### src/rtl/core/stl_pkg.sv
// ----------------------------------------------------------------------------
// stl_pkg: shared types and constants for the script token lexer
// Token codes, lexer modes and the record carried from front to back.
// ----------------------------------------------------------------------------
`default_nettype none
package stl_pkg;

  localparam int LineBits = 16;
  localparam int MantBits = 64;
  localparam int QDepth   = 4;
  localparam int QAw      = 2;

  typedef enum logic [3:0] {
    M_IDLE, M_SLASH, M_COMMENT, M_INT, M_FRAC, M_EXP_START, M_EXP_SIGN,
    M_EXP_DIG, M_STR, M_STR_ESC, M_IDENT, M_OP_PEND
  } mode_e;

  localparam logic [5:0] TkEof     = 6'd0;
  localparam logic [5:0] TkInt     = 6'd1;
  localparam logic [5:0] TkFloat   = 6'd2;
  localparam logic [5:0] TkStr     = 6'd3;
  localparam logic [5:0] TkIdent   = 6'd4;
  localparam logic [5:0] TkKw0     = 6'd5;
  localparam logic [5:0] TkAssign  = 6'd20;
  localparam logic [5:0] TkNot     = 6'd21;
  localparam logic [5:0] TkDiv     = 6'd23;
  localparam logic [5:0] TkEq      = 6'd27;
  localparam logic [5:0] TkNe      = 6'd28;
  localparam logic [5:0] TkOr      = 6'd31;
  localparam logic [5:0] TkAnd     = 6'd32;
  localparam logic [5:0] TkBad     = 6'd33;
  localparam logic [5:0] TkOpenStr = 6'd34;

  typedef struct packed {
    logic                rec;
    logic [5:0]          tok;
    logic [7:0]          byte_v;
    logic [31:0]         ival;
    logic [MantBits-1:0] mant;
    logic [15:0]         dexp;
    logic [LineBits-1:0] line;
    logic                last;
  } res_t;

  function automatic logic [3:0] kw_len(input logic [3:0] k);
    unique case (k)
      4'd0: kw_len = 4'd3;
      4'd1: kw_len = 4'd8;
      4'd2: kw_len = 4'd2;
      4'd3: kw_len = 4'd4;
      4'd4: kw_len = 4'd5;
      4'd5: kw_len = 4'd3;
      4'd6: kw_len = 4'd8;
      4'd7: kw_len = 4'd5;
      default: kw_len = 4'd6;
    endcase
  endfunction

  // keyword text, 8 chars max, index by position
  function automatic logic [7:0] kw_char(input logic [3:0] k, input logic [3:0] p);
    logic [63:0] s;
    unique case (k)
      4'd0: s = "var";
      4'd1: s = "function";
      4'd2: s = "if";
      4'd3: s = "else";
      4'd4: s = "while";
      4'd5: s = "for";
      4'd6: s = "continue";
      4'd7: s = "break";
      default: s = "return";
    endcase
    kw_char = 8'h00;
    if (p < kw_len(k)) kw_char = s[8*(kw_len(k)-1-p) +: 8];
  endfunction

  function automatic logic [5:0] single_op(input logic [7:0] c);
    case (c)
      ",": single_op = 6'd14;
      ";": single_op = 6'd15;
      "(": single_op = 6'd16;
      ")": single_op = 6'd17;
      "{": single_op = 6'd18;
      "}": single_op = 6'd19;
      "*": single_op = 6'd22;
      "%": single_op = 6'd24;
      "+": single_op = 6'd25;
      "-": single_op = 6'd26;
      "<": single_op = 6'd29;
      ">": single_op = 6'd30;
      default: single_op = 6'd0;
    endcase
  endfunction

endpackage
`default_nettype wire

### src/rtl/core/script_token_lexer.sv
// ----------------------------------------------------------------------------
// script_token_lexer: streaming lexer for a small C-like script language
// Front end lexes one byte per cycle while the queue has room; results drain through a queue.
// ----------------------------------------------------------------------------
//  channel  | handshake          | payload
//  source   | push / full        | char_in_i, end_of_text_i
//  results  | pop / empty        | record_kind_o .. last_o
//
// One byte per cycle is taken while the queue has room for three records.
// A byte giving up to two results is lexed in the cycle it is taken; the
// result rate is one per cycle while pop is high, set by the single queue read port.
// Reset clears lexer state and the queue; no clearing pass.
// ----------------------------------------------------------------------------
`default_nettype none
module script_token_lexer (
  input  wire logic         clk_i,
  input  wire logic         rst_ni,
  input  wire logic         push,
  output logic              full,
  input  wire logic [7:0]   char_in_i,
  input  wire logic         end_of_text_i,
  output logic              empty,
  input  wire logic         pop,
  output logic              record_kind_o,
  output logic [5:0]        token_kind_o,
  output logic [7:0]        text_byte_o,
  output logic [31:0]       int_value_o,
  output logic [stl_pkg::MantBits-1:0] mantissa_o,
  output logic signed [15:0] dec_exponent_o,
  output logic [stl_pkg::LineBits-1:0] line_number_o,
  output logic              last_o
);

  stl_pkg::res_t res [3];
  stl_pkg::res_t head;
  logic [1:0] cnt;
  logic room;

  assign full = !room;

  stl_front u_front (
    .clk_i, .rst_ni, .take_i(push && room), .char_in_i, .end_of_text_i,
    .res_o(res), .cnt_o(cnt)
  );

  stl_queue u_queue (
    .clk_i, .rst_ni, .wr_i(res), .wr_cnt_i(cnt), .room_o(room),
    .rd_i(pop), .empty_o(empty), .rd_o(head)
  );

  assign record_kind_o  = head.rec;
  assign token_kind_o   = head.tok;
  assign text_byte_o    = head.byte_v;
  assign int_value_o    = head.ival;
  assign mantissa_o     = head.mant;
  assign dec_exponent_o = head.dexp;
  assign line_number_o  = head.line;
  assign last_o         = head.last;

endmodule
`default_nettype wire

### src/rtl/core/stl_front.sv
// ----------------------------------------------------------------------------
// stl_front: byte classifier and lexer state
// Consumes one byte per cycle while take_i is high, updates the token state and
// writes up to two result records into the queue in the cycle the byte is taken.
// ----------------------------------------------------------------------------
`default_nettype none
module stl_front (
  input  wire logic                clk_i,
  input  wire logic                rst_ni,
  input  wire logic                take_i,
  input  wire logic [7:0]          char_in_i,
  input  wire logic                end_of_text_i,
  output stl_pkg::res_t            res_o [3],
  output logic [1:0]               cnt_o
);

  localparam logic [stl_pkg::LineBits-1:0] LineMax = '1;
  localparam logic [stl_pkg::MantBits-1:0] MantMax = '1;

  stl_pkg::mode_e mode_q, mode_d;
  logic [7:0]  held_q, held_d;
  logic [31:0] int_q, int_d;
  logic [stl_pkg::MantBits-1:0] mant_q, mant_d;
  logic [15:0] frac_q, frac_d;
  logic [15:0] exp_q, exp_d;
  logic        neg_q, neg_d;
  logic [stl_pkg::LineBits-1:0] line_q, line_d;
  logic [8:0]  hits_q, hits_d;
  logic [3:0]  ilen_q, ilen_d;

  stl_pkg::res_t r [3];
  logic [1:0] n;

  // values computed once from the registered state and the input byte
  logic [3:0]  dig;
  logic        is_dig, is_id;
  logic [stl_pkg::MantBits+3:0] mant_x10;
  logic [stl_pkg::MantBits-1:0] mant_pushed;
  logic [19:0] exp_x10;
  logic [15:0] exp_pushed;
  logic signed [17:0] e_full;
  logic [15:0] e_sat;
  logic [5:0]  id_tok;
  logic [8:0]  hits_next;

  always_comb begin
    dig      = char_in_i[3:0];
    is_dig   = (char_in_i >= "0") && (char_in_i <= "9");
    is_id    = (char_in_i >= "A") && (char_in_i <= "z");
    mant_x10 = {4'd0, mant_q} * 4'd10 + {{stl_pkg::MantBits{1'b0}}, dig};
    mant_pushed = (mant_x10[stl_pkg::MantBits+3:stl_pkg::MantBits] != 4'd0) ? MantMax
                  : mant_x10[stl_pkg::MantBits-1:0];
    exp_x10  = {4'd0, exp_q} * 4'd10 + {16'd0, dig};
    exp_pushed = (exp_x10[19:16] != 4'd0) ? 16'hFFFF : exp_x10[15:0];
    e_full   = (neg_q ? -$signed({2'b00, exp_q}) : $signed({2'b00, exp_q}))
               - $signed({2'b00, frac_q});
    if (e_full < -18'sd32768)     e_sat = 16'h8000;
    else if (e_full > 18'sd32767) e_sat = 16'h7FFF;
    else                          e_sat = e_full[15:0];
    id_tok = stl_pkg::TkIdent;
    for (int k = 0; k < 9; k++) begin
      if (hits_q[k] && ilen_q == stl_pkg::kw_len(4'(k))) id_tok = stl_pkg::TkKw0 + 6'(k);
    end
  end

  // identifier keyword tracking for a byte appended at length len
  function automatic logic [8:0] hits_upd(input logic [8:0] h, input logic [3:0] len,
                                          input logic [7:0] c);
    logic [8:0] o;
    o = h;
    for (int k = 0; k < 9; k++) begin
      if (len >= stl_pkg::kw_len(4'(k)) || stl_pkg::kw_char(4'(k), len) != c) o[k] = 1'b0;
    end
    return o;
  endfunction

  always_comb begin
    hits_next = hits_upd(hits_q, ilen_q, char_in_i);
  end

  always_comb begin
    stl_pkg::res_t z;
    logic do_close, do_begin;
    logic [stl_pkg::LineBits-1:0] ln;
    logic [5:0] op;
    z = '0;
    for (int i = 0; i < 3; i++) r[i] = '0;
    n = 2'd0;
    mode_d = mode_q; held_d = held_q; int_d = int_q; mant_d = mant_q;
    frac_d = frac_q; exp_d = exp_q; neg_d = neg_q; line_d = line_q;
    hits_d = hits_q; ilen_d = ilen_q;
    do_close = 1'b0; do_begin = 1'b0;
    ln = line_q;
    op = stl_pkg::single_op(char_in_i);

    if (end_of_text_i) begin
      do_close = 1'b1;
    end else begin
      unique case (mode_q)
        stl_pkg::M_SLASH: begin
          if (char_in_i == "/") mode_d = stl_pkg::M_COMMENT;
          else begin do_close = 1'b1; do_begin = 1'b1; end
        end
        stl_pkg::M_COMMENT: begin
          if (char_in_i == 8'h0A) begin
            mode_d = stl_pkg::M_IDLE;
            if (line_q != LineMax) line_d = line_q + 1'b1;
          end
        end
        stl_pkg::M_INT: begin
          if (is_dig) begin
            int_d  = 32'(int_q * 32'd10) + {28'd0, dig};
            mant_d = mant_pushed;
          end else if (char_in_i == ".") mode_d = stl_pkg::M_FRAC;
          else if (char_in_i == "e") mode_d = stl_pkg::M_EXP_START;
          else begin do_close = 1'b1; do_begin = 1'b1; end
        end
        stl_pkg::M_FRAC: begin
          if (is_dig) begin
            mant_d = mant_pushed;
            if (frac_q != 16'hFFFF) frac_d = frac_q + 1'b1;
          end else if (char_in_i == "e") mode_d = stl_pkg::M_EXP_START;
          else begin do_close = 1'b1; do_begin = 1'b1; end
        end
        stl_pkg::M_EXP_START, stl_pkg::M_EXP_SIGN, stl_pkg::M_EXP_DIG: begin
          if (is_dig) begin
            exp_d = exp_pushed;
            mode_d = stl_pkg::M_EXP_DIG;
          end else if (char_in_i == "-" && mode_q == stl_pkg::M_EXP_START) begin
            neg_d = 1'b1;
            mode_d = stl_pkg::M_EXP_SIGN;
          end else begin do_close = 1'b1; do_begin = 1'b1; end
        end
        stl_pkg::M_STR: begin
          if (char_in_i == "\"") begin
            z.rec = 1'b1; z.tok = stl_pkg::TkStr; z.line = ln;
            r[0] = z; n = 2'd1;
            mode_d = stl_pkg::M_IDLE;
          end else if (char_in_i == "\\") mode_d = stl_pkg::M_STR_ESC;
          else begin
            z.tok = stl_pkg::TkStr; z.byte_v = char_in_i; z.line = ln;
            r[0] = z; n = 2'd1;
            if (char_in_i == 8'h0A && line_q != LineMax) line_d = line_q + 1'b1;
          end
        end
        stl_pkg::M_STR_ESC: begin
          z.tok = stl_pkg::TkStr; z.line = ln;
          if (char_in_i == "n")      z.byte_v = 8'h0A;
          else if (char_in_i == "t") z.byte_v = 8'h09;
          else if (char_in_i == "r") z.byte_v = 8'h0D;
          else                       z.byte_v = char_in_i;
          r[0] = z; n = 2'd1;
          if (char_in_i == 8'h0A && line_q != LineMax) line_d = line_q + 1'b1;
          mode_d = stl_pkg::M_STR;
        end
        stl_pkg::M_IDENT: begin
          if (is_id || is_dig) begin
            hits_d = hits_next;
            if (ilen_q != 4'hF) ilen_d = ilen_q + 1'b1;
            z.tok = stl_pkg::TkIdent; z.byte_v = char_in_i; z.line = ln;
            r[0] = z; n = 2'd1;
          end else begin do_close = 1'b1; do_begin = 1'b1; end
        end
        stl_pkg::M_OP_PEND: begin
          z.rec = 1'b1; z.line = ln;
          if (char_in_i == "=" && (held_q == "=" || held_q == "!")) begin
            z.tok = (held_q == "=") ? stl_pkg::TkEq : stl_pkg::TkNe;
            r[0] = z; n = 2'd1; mode_d = stl_pkg::M_IDLE;
          end else if ((held_q == "|" && char_in_i == "|") ||
                       (held_q == "&" && char_in_i == "&")) begin
            z.tok = (held_q == "|") ? stl_pkg::TkOr : stl_pkg::TkAnd;
            r[0] = z; n = 2'd1; mode_d = stl_pkg::M_IDLE;
          end else begin do_close = 1'b1; do_begin = 1'b1; end
        end
        default: do_begin = 1'b1;
      endcase
    end

    if (do_close) begin
      z = '0; z.rec = 1'b1; z.line = ln;
      case (mode_q)
        stl_pkg::M_SLASH: begin z.tok = stl_pkg::TkDiv; r[0] = z; n = 2'd1; end
        stl_pkg::M_INT: begin z.tok = stl_pkg::TkInt; z.ival = int_q; r[0] = z; n = 2'd1; end
        stl_pkg::M_FRAC, stl_pkg::M_EXP_START, stl_pkg::M_EXP_SIGN,
        stl_pkg::M_EXP_DIG: begin
          z.tok = stl_pkg::TkFloat; z.mant = mant_q; z.dexp = e_sat;
          r[0] = z; n = 2'd1;
        end
        stl_pkg::M_STR, stl_pkg::M_STR_ESC: begin
          z.tok = stl_pkg::TkOpenStr; r[0] = z; n = 2'd1;
        end
        stl_pkg::M_IDENT: begin z.tok = id_tok; r[0] = z; n = 2'd1; end
        stl_pkg::M_OP_PEND: begin
          if (held_q == "=")      z.tok = stl_pkg::TkAssign;
          else if (held_q == "!") z.tok = stl_pkg::TkNot;
          else begin z.tok = stl_pkg::TkBad; z.byte_v = held_q; end
          r[0] = z; n = 2'd1;
        end
        default: ;
      endcase
      mode_d = stl_pkg::M_IDLE;
    end

    if (end_of_text_i) begin
      z = '0; z.rec = 1'b1; z.tok = stl_pkg::TkEof; z.line = ln;
      r[n] = z; n = n + 1'b1;
      mode_d = stl_pkg::M_IDLE;
      line_d = '0;
    end else if (do_begin) begin
      z = '0; z.line = ln;
      mode_d = stl_pkg::M_IDLE;
      if (char_in_i == " " || char_in_i == 8'h09 || char_in_i == 8'h0D ||
          char_in_i == 8'h0A) begin
        if (char_in_i == 8'h0A && line_q != LineMax) line_d = line_q + 1'b1;
      end else if (is_dig) begin
        mode_d = stl_pkg::M_INT;
        int_d  = {28'd0, dig};
        mant_d = {{(stl_pkg::MantBits-4){1'b0}}, dig};
        frac_d = '0; exp_d = '0; neg_d = 1'b0;
      end else if (char_in_i == "\"") begin
        mode_d = stl_pkg::M_STR;
      end else if (is_id) begin
        mode_d = stl_pkg::M_IDENT;
        hits_d = hits_upd(9'h1FF, 4'd0, char_in_i);
        ilen_d = 4'd1;
        z.tok = stl_pkg::TkIdent; z.byte_v = char_in_i;
        r[n] = z; n = n + 1'b1;
      end else if (char_in_i == "/") begin
        mode_d = stl_pkg::M_SLASH;
      end else if (char_in_i == "=" || char_in_i == "!" || char_in_i == "|" ||
                   char_in_i == "&") begin
        mode_d = stl_pkg::M_OP_PEND;
        held_d = char_in_i;
      end else if (op != 6'd0) begin
        z.rec = 1'b1; z.tok = op; r[n] = z; n = n + 1'b1;
      end else begin
        z.rec = 1'b1; z.tok = stl_pkg::TkBad; z.byte_v = char_in_i;
        r[n] = z; n = n + 1'b1;
      end
    end
    if (n != 2'd0) r[n-1'b1].last = 1'b1;
  end

  always_comb begin
    res_o = r;
    cnt_o = take_i ? n : 2'd0;
  end

  always_ff @(posedge clk_i or negedge rst_ni) begin
    if (!rst_ni) begin
      mode_q <= stl_pkg::M_IDLE;
      held_q <= '0; int_q <= '0; mant_q <= '0; frac_q <= '0; exp_q <= '0;
      neg_q <= 1'b0; line_q <= '0; hits_q <= 9'h1FF; ilen_q <= '0;
    end else if (take_i) begin
      mode_q <= mode_d; held_q <= held_d; int_q <= int_d; mant_q <= mant_d;
      frac_q <= frac_d; exp_q <= exp_d; neg_q <= neg_d; line_q <= line_d;
      hits_q <= hits_d; ilen_q <= ilen_d;
    end
  end

endmodule
`default_nettype wire

### src/rtl/core/stl_queue.sv
// ----------------------------------------------------------------------------
// stl_queue: result queue between lexer and output port
// Takes up to three records per cycle, gives one per cycle while read and not empty.
// ----------------------------------------------------------------------------
`default_nettype none
module stl_queue (
  input  wire logic          clk_i,
  input  wire logic          rst_ni,
  input  var stl_pkg::res_t  wr_i [3],
  input  wire logic [1:0]    wr_cnt_i,
  output logic               room_o,
  input  wire logic          rd_i,
  output logic               empty_o,
  output stl_pkg::res_t      rd_o
);

  stl_pkg::res_t mem_q [stl_pkg::QDepth];
  logic [stl_pkg::QAw-1:0] wp_q, rp_q;
  logic [stl_pkg::QAw:0]   cnt_q;

  // accept only with room for a full burst of three
  assign room_o  = (cnt_q <= 3'(stl_pkg::QDepth - 3)) ||
                   ((cnt_q == 3'(stl_pkg::QDepth - 2)) && rd_i && !empty_o);
  assign empty_o = (cnt_q == '0);
  assign rd_o    = mem_q[rp_q];

  always_ff @(posedge clk_i) begin
    for (int i = 0; i < 3; i++) begin
      if (2'(i) < wr_cnt_i) mem_q[wp_q + stl_pkg::QAw'(i)] <= wr_i[i];
    end
  end

  always_ff @(posedge clk_i or negedge rst_ni) begin
    if (!rst_ni) begin
      wp_q <= '0; rp_q <= '0; cnt_q <= '0;
    end else begin
      wp_q  <= wp_q + stl_pkg::QAw'(wr_cnt_i);
      rp_q  <= rp_q + stl_pkg::QAw'(rd_i && !empty_o);
      cnt_q <= cnt_q + {1'b0, wr_cnt_i} - {2'b0, (rd_i && !empty_o)};
    end
  end

endmodule
`default_nettype wire

### config.mk
export PLATFORM = sky130hd
export DESIGN_NAME = script_token_lexer
export DESIGN_NICKNAME = d
export VERILOG_FILES = /design/src/rtl/core/stl_pkg.sv /design/src/rtl/core/script_token_lexer.sv /design/src/rtl/core/stl_front.sv /design/src/rtl/core/stl_queue.sv
export SDC_FILE = /design/constraint.sdc
export NUM_CORES = 2
export LEC_CHECK = 0
export BUFFER_PORTS_ARGS = -buffer_cell sky130_fd_sc_hd__buf_2
export CAP_MARGIN = 20
export CORE_ASPECT_RATIO = 1.75
export CORE_UTILIZATION = 40
export CTS_BUF_LIST = sky130_fd_sc_hd__clkbuf_8 sky130_fd_sc_hd__clkbuf_16
export CTS_CLUSTER_DIAMETER = 150
export DETAILED_ROUTE_END_ITERATION = 10
export GPL_TIMING_DRIVEN = 1
export PLACE_DENSITY = 0.63
export SETUP_SLACK_MARGIN = 0.5
export SLEW_MARGIN = 20
export SYNTH_ARGS = -nofsm -noshare
export SYNTH_HDL_FRONTEND = slang
export SYNTH_SLANG_ARGS = --single-unit
### constraint.sdc
create_clock -name clk_i -period 39.7 [get_ports clk_i]
set_input_delay 7.94 -clock clk_i [delete_from_list [all_inputs] [get_ports clk_i]]
set_output_delay 7.94 -clock clk_i [all_outputs]
set_load 0.05 [all_outputs]
==> qor.txt <==
GRT Overall Usage: 23.92%
Total grt overflow: 0
Leak: 0.02013 uW
Total number of vias: 37149
HP Start: u_front.int_q[31]
Fin Setup TNS: 0 ns
Worst Tran Pin Value: 1.081 ns
Power Total: 2685 uW
RSZ-0062 raised after global routing: false
CTS hold repair buffers: 0
Die X-Extent: 261.3 um
IO Pins: 159
DR iter-0 viols: 2667
Initial antenna violation count: 3
Fin. Hold Viols: 0
Xor/xnor cell area share of the yosys netlist: 3.963%
Area delta synth->final: 9.796%
Buffers on Ports: 158
Crit Path Max Fanout: 3
DRC: 20
Cell mode on critical path: buf_2
Post-synthesis simple-gate area fraction: 18.42%
Clk slew on worst S/H paths: 0.06 ns
R2R setup slack: 32.02 ns
Vias in the first global route: 38342
Antenna Nets Post-Route: 0
Syn_nets: 4939
Failing checks: DRC
Skew final: 0.04294 ns
Ys async rst share: 23.51%
Setup bufs post-CTS: 0
Mean Syn Cell Area: 10.08 um2
Library cells used by synthesis: 108
RePlAce Congestion: 0.9835
# rows: 166
HPWL Detailed: 99730 um
Largest net degree at the start of global routing: 116
Area share of the largest cell type after synthesis: 36.74%
Clk Latency, worst-skew pair: 0.69 ns
Post-synthesis mux area share: 7.612%
CTS resizes: 0
Max VDD drop: 0.06069 mV
Vias per cell: 5.921
Dominant synthesized flop cell: edfxtp_1
Wire length per cell: 22.74 um
Total wire length: 142700 um
Status: finished with violations
Final std cells w/o fill: 6274
Crit path time final: 16.51 ns
Seq cells post-synth: 753
CTS root buffer: clkbuf_16
Core area: 0.1167 mm2
Arrival time at the worst endpoint: 8.57 ns
CTS tree: done
Critical path class: input port to primary output
Worst R2R Start: u_front.held_q[4]
First-pass GRT wire length: 219000 um
Die footprint: 0.1191 mm2
CTS buffer count: 74
Mapped Area: 0.04708 mm2
Ys Warns: 0
Top-count cell post-synth: nor2_1
Layout cell share with drive strength beyond 1: 12.35%
Die Y: 455.8 um
# fillers: 11092
Endpoints failing setup: 0
Top post-synthesis cells by area: edfxtp_1 (37%), dfrtp_1 (8.9%), mux4_2 (6.9%), ha_1 (6.6%), nor2_1 (5.8%)
Delay of the slowest critical-path stage: 0.25 ns
Clk sinks: 753
Post-synth top area cell: edfxtp_1
Final Max Slew Viols: 0
Worst EP required: 31.76 ns
Fraction of the mapped netlist area in compound gates: 13.68%
Adder-cell share of the synthesized area: 6.958%
Seq/Total Area, Yosys: 46.17%
Placed cells: 6136
Crit start category: input port
Worst Setup End Kind: primary output
Final #Nets: 4970
Max-cap violations: 0
Crit-path slowest cell: buf_2
Period utilisation layout: 41.60%
Crit path from: pop
Max frequency: 60.56 MHz
Cells after Synth: 4669
Maximum buffer depth of the clock tree: 3
Tightest Hold Check Type: flip-flop to flip-flop
Power Dens Cells: 51.94 mW/mm2
Worst slew margin: 27.84%
Crit-path cells: buf_2, a21oi_1, nor2_1, inv_1, buf_2
Largest family of logic cells by synthesized area: simple AND/OR/NAND/NOR gates
Hold slack: 0.4915 ns
Commonest cells post-synth: nor2_1 (733), edfxtp_1 (576), nand2_1 (470), o21ai_0 (317), a21oi_1 (278)
Htree depth: 3
Post-synth EDFFs: 576
Initial Util: 40.33%
Pre-antenna DRT Iters: 11
## flip-flops by register name (all words and copies together) (netlist names), 4 cells and up
register / count
u_front.frac_q: 16
u_front.ilen_q: 4
u_front.exp_q: 16
u_front.mant_q: 64
u_front.hits_q: 9
u_front.int_q: 32
u_queue.mem_q: 576
u_front.held_q: 8
u_front.mode_q: 4
u_front.line_q: 16
## critical path: cells and delay by family
kind                   cells  cell delay [ns]
buffers and inverters      3             0.42
AO/OA/AOI/OAI              1             0.14
AND/OR/NAND/NOR            1             0.08
## worst paths after layout
check,endpoint,cells past startpoint
setup / recovery,full,5
hold / removal,u_front.int_q[31],2
setup reg to reg,u_queue.mem_q[1][54],16
hold reg to reg,u_front.int_q[31],2
max in group asynchronous,u_front.mant_q[48],2
min in group asynchronous,u_front.held_q[3],1
## cell type report
type	instances	area, um2	area share, %
diodes	1	2.502	0.004841
clock buffers	77	1916	3.706
clock inverters	60	473.0	0.9150
inverters	103	386.6	0.7480
multi-input cells	3552	24020	46.47
flip-flops and latches	753	21740	42.07
well taps	1512	1892	3.660
repair buffers	216	1257	2.433
## power by group
| part | internal (uW) | switching, uW | total [uW] |
|---|---|---|---|
| Sequential | 932 | 62.0 | 994 |
| Clock | 386 | 314 | 700 |
| Combinational | 289 | 701 | 990 |
| Total | 1610 | 1080 | 2680 |
## layout by cell type, fill, tap and decap left out, types with 18 or more instances in the layout
cell type	count
o22ai_1	18
dfrtp_1	166
a31oi_1	68
nor3_1	92
inv_1	114
or3_1	35
xnor2_1	134
nand3_1	141
xor2_1	79
o31ai_1	25
buf_4	55
nand2_1	466
and2_1	98
a21o_1	56
nor2b_1	36
clkbuf_16	76
or2_2	22
a21oi_1	278
mux4_2	144
buf_2	158
nand2b_1	24
nor2_1	731
a211oi_1	24
o21ai_0	314
o21a_1	25
nor4_1	29
edfxtp_1	576
mux2i_1	25
and3_1	24
o211ai_1	25
nand4_1	60
ha_1	249
## cells by family after synthesis
kind of cell | Yosys count
xor+xnor | 213
compound gates | 1035
mux | 177
buf+inv | 364
simple gates | 1870
fa+ha+maj | 257
flops | 753
## routing by layer
layer | part of all wire, % | global-route usage (%) | up-vias | wire length, um
met5 | 0.019 | 0 | - | 27
met4 | 5.7 | 13.87 | 4 | 8126
met3 | 4.7 | 3.239 | 405 | 6664
met2 | 54 | 45.52 | 1140 | 77670
met1 | 35 | 24.33 | 18339 | 50170
li1 | - | - | 17261 | -
## stage by stage
step	util (%)	area [um2]	setup WS [ns]
global placement	42.23	49290	23.16
floorplan	-	47080	17.07
global route	44.28	51690	23.12
detailed placement	42.23	49300	23.19
CTS	44.28	51690	23.19
finish	44.28	51690	23.19
No activity file was read; power rests on OpenSTA's default activity.
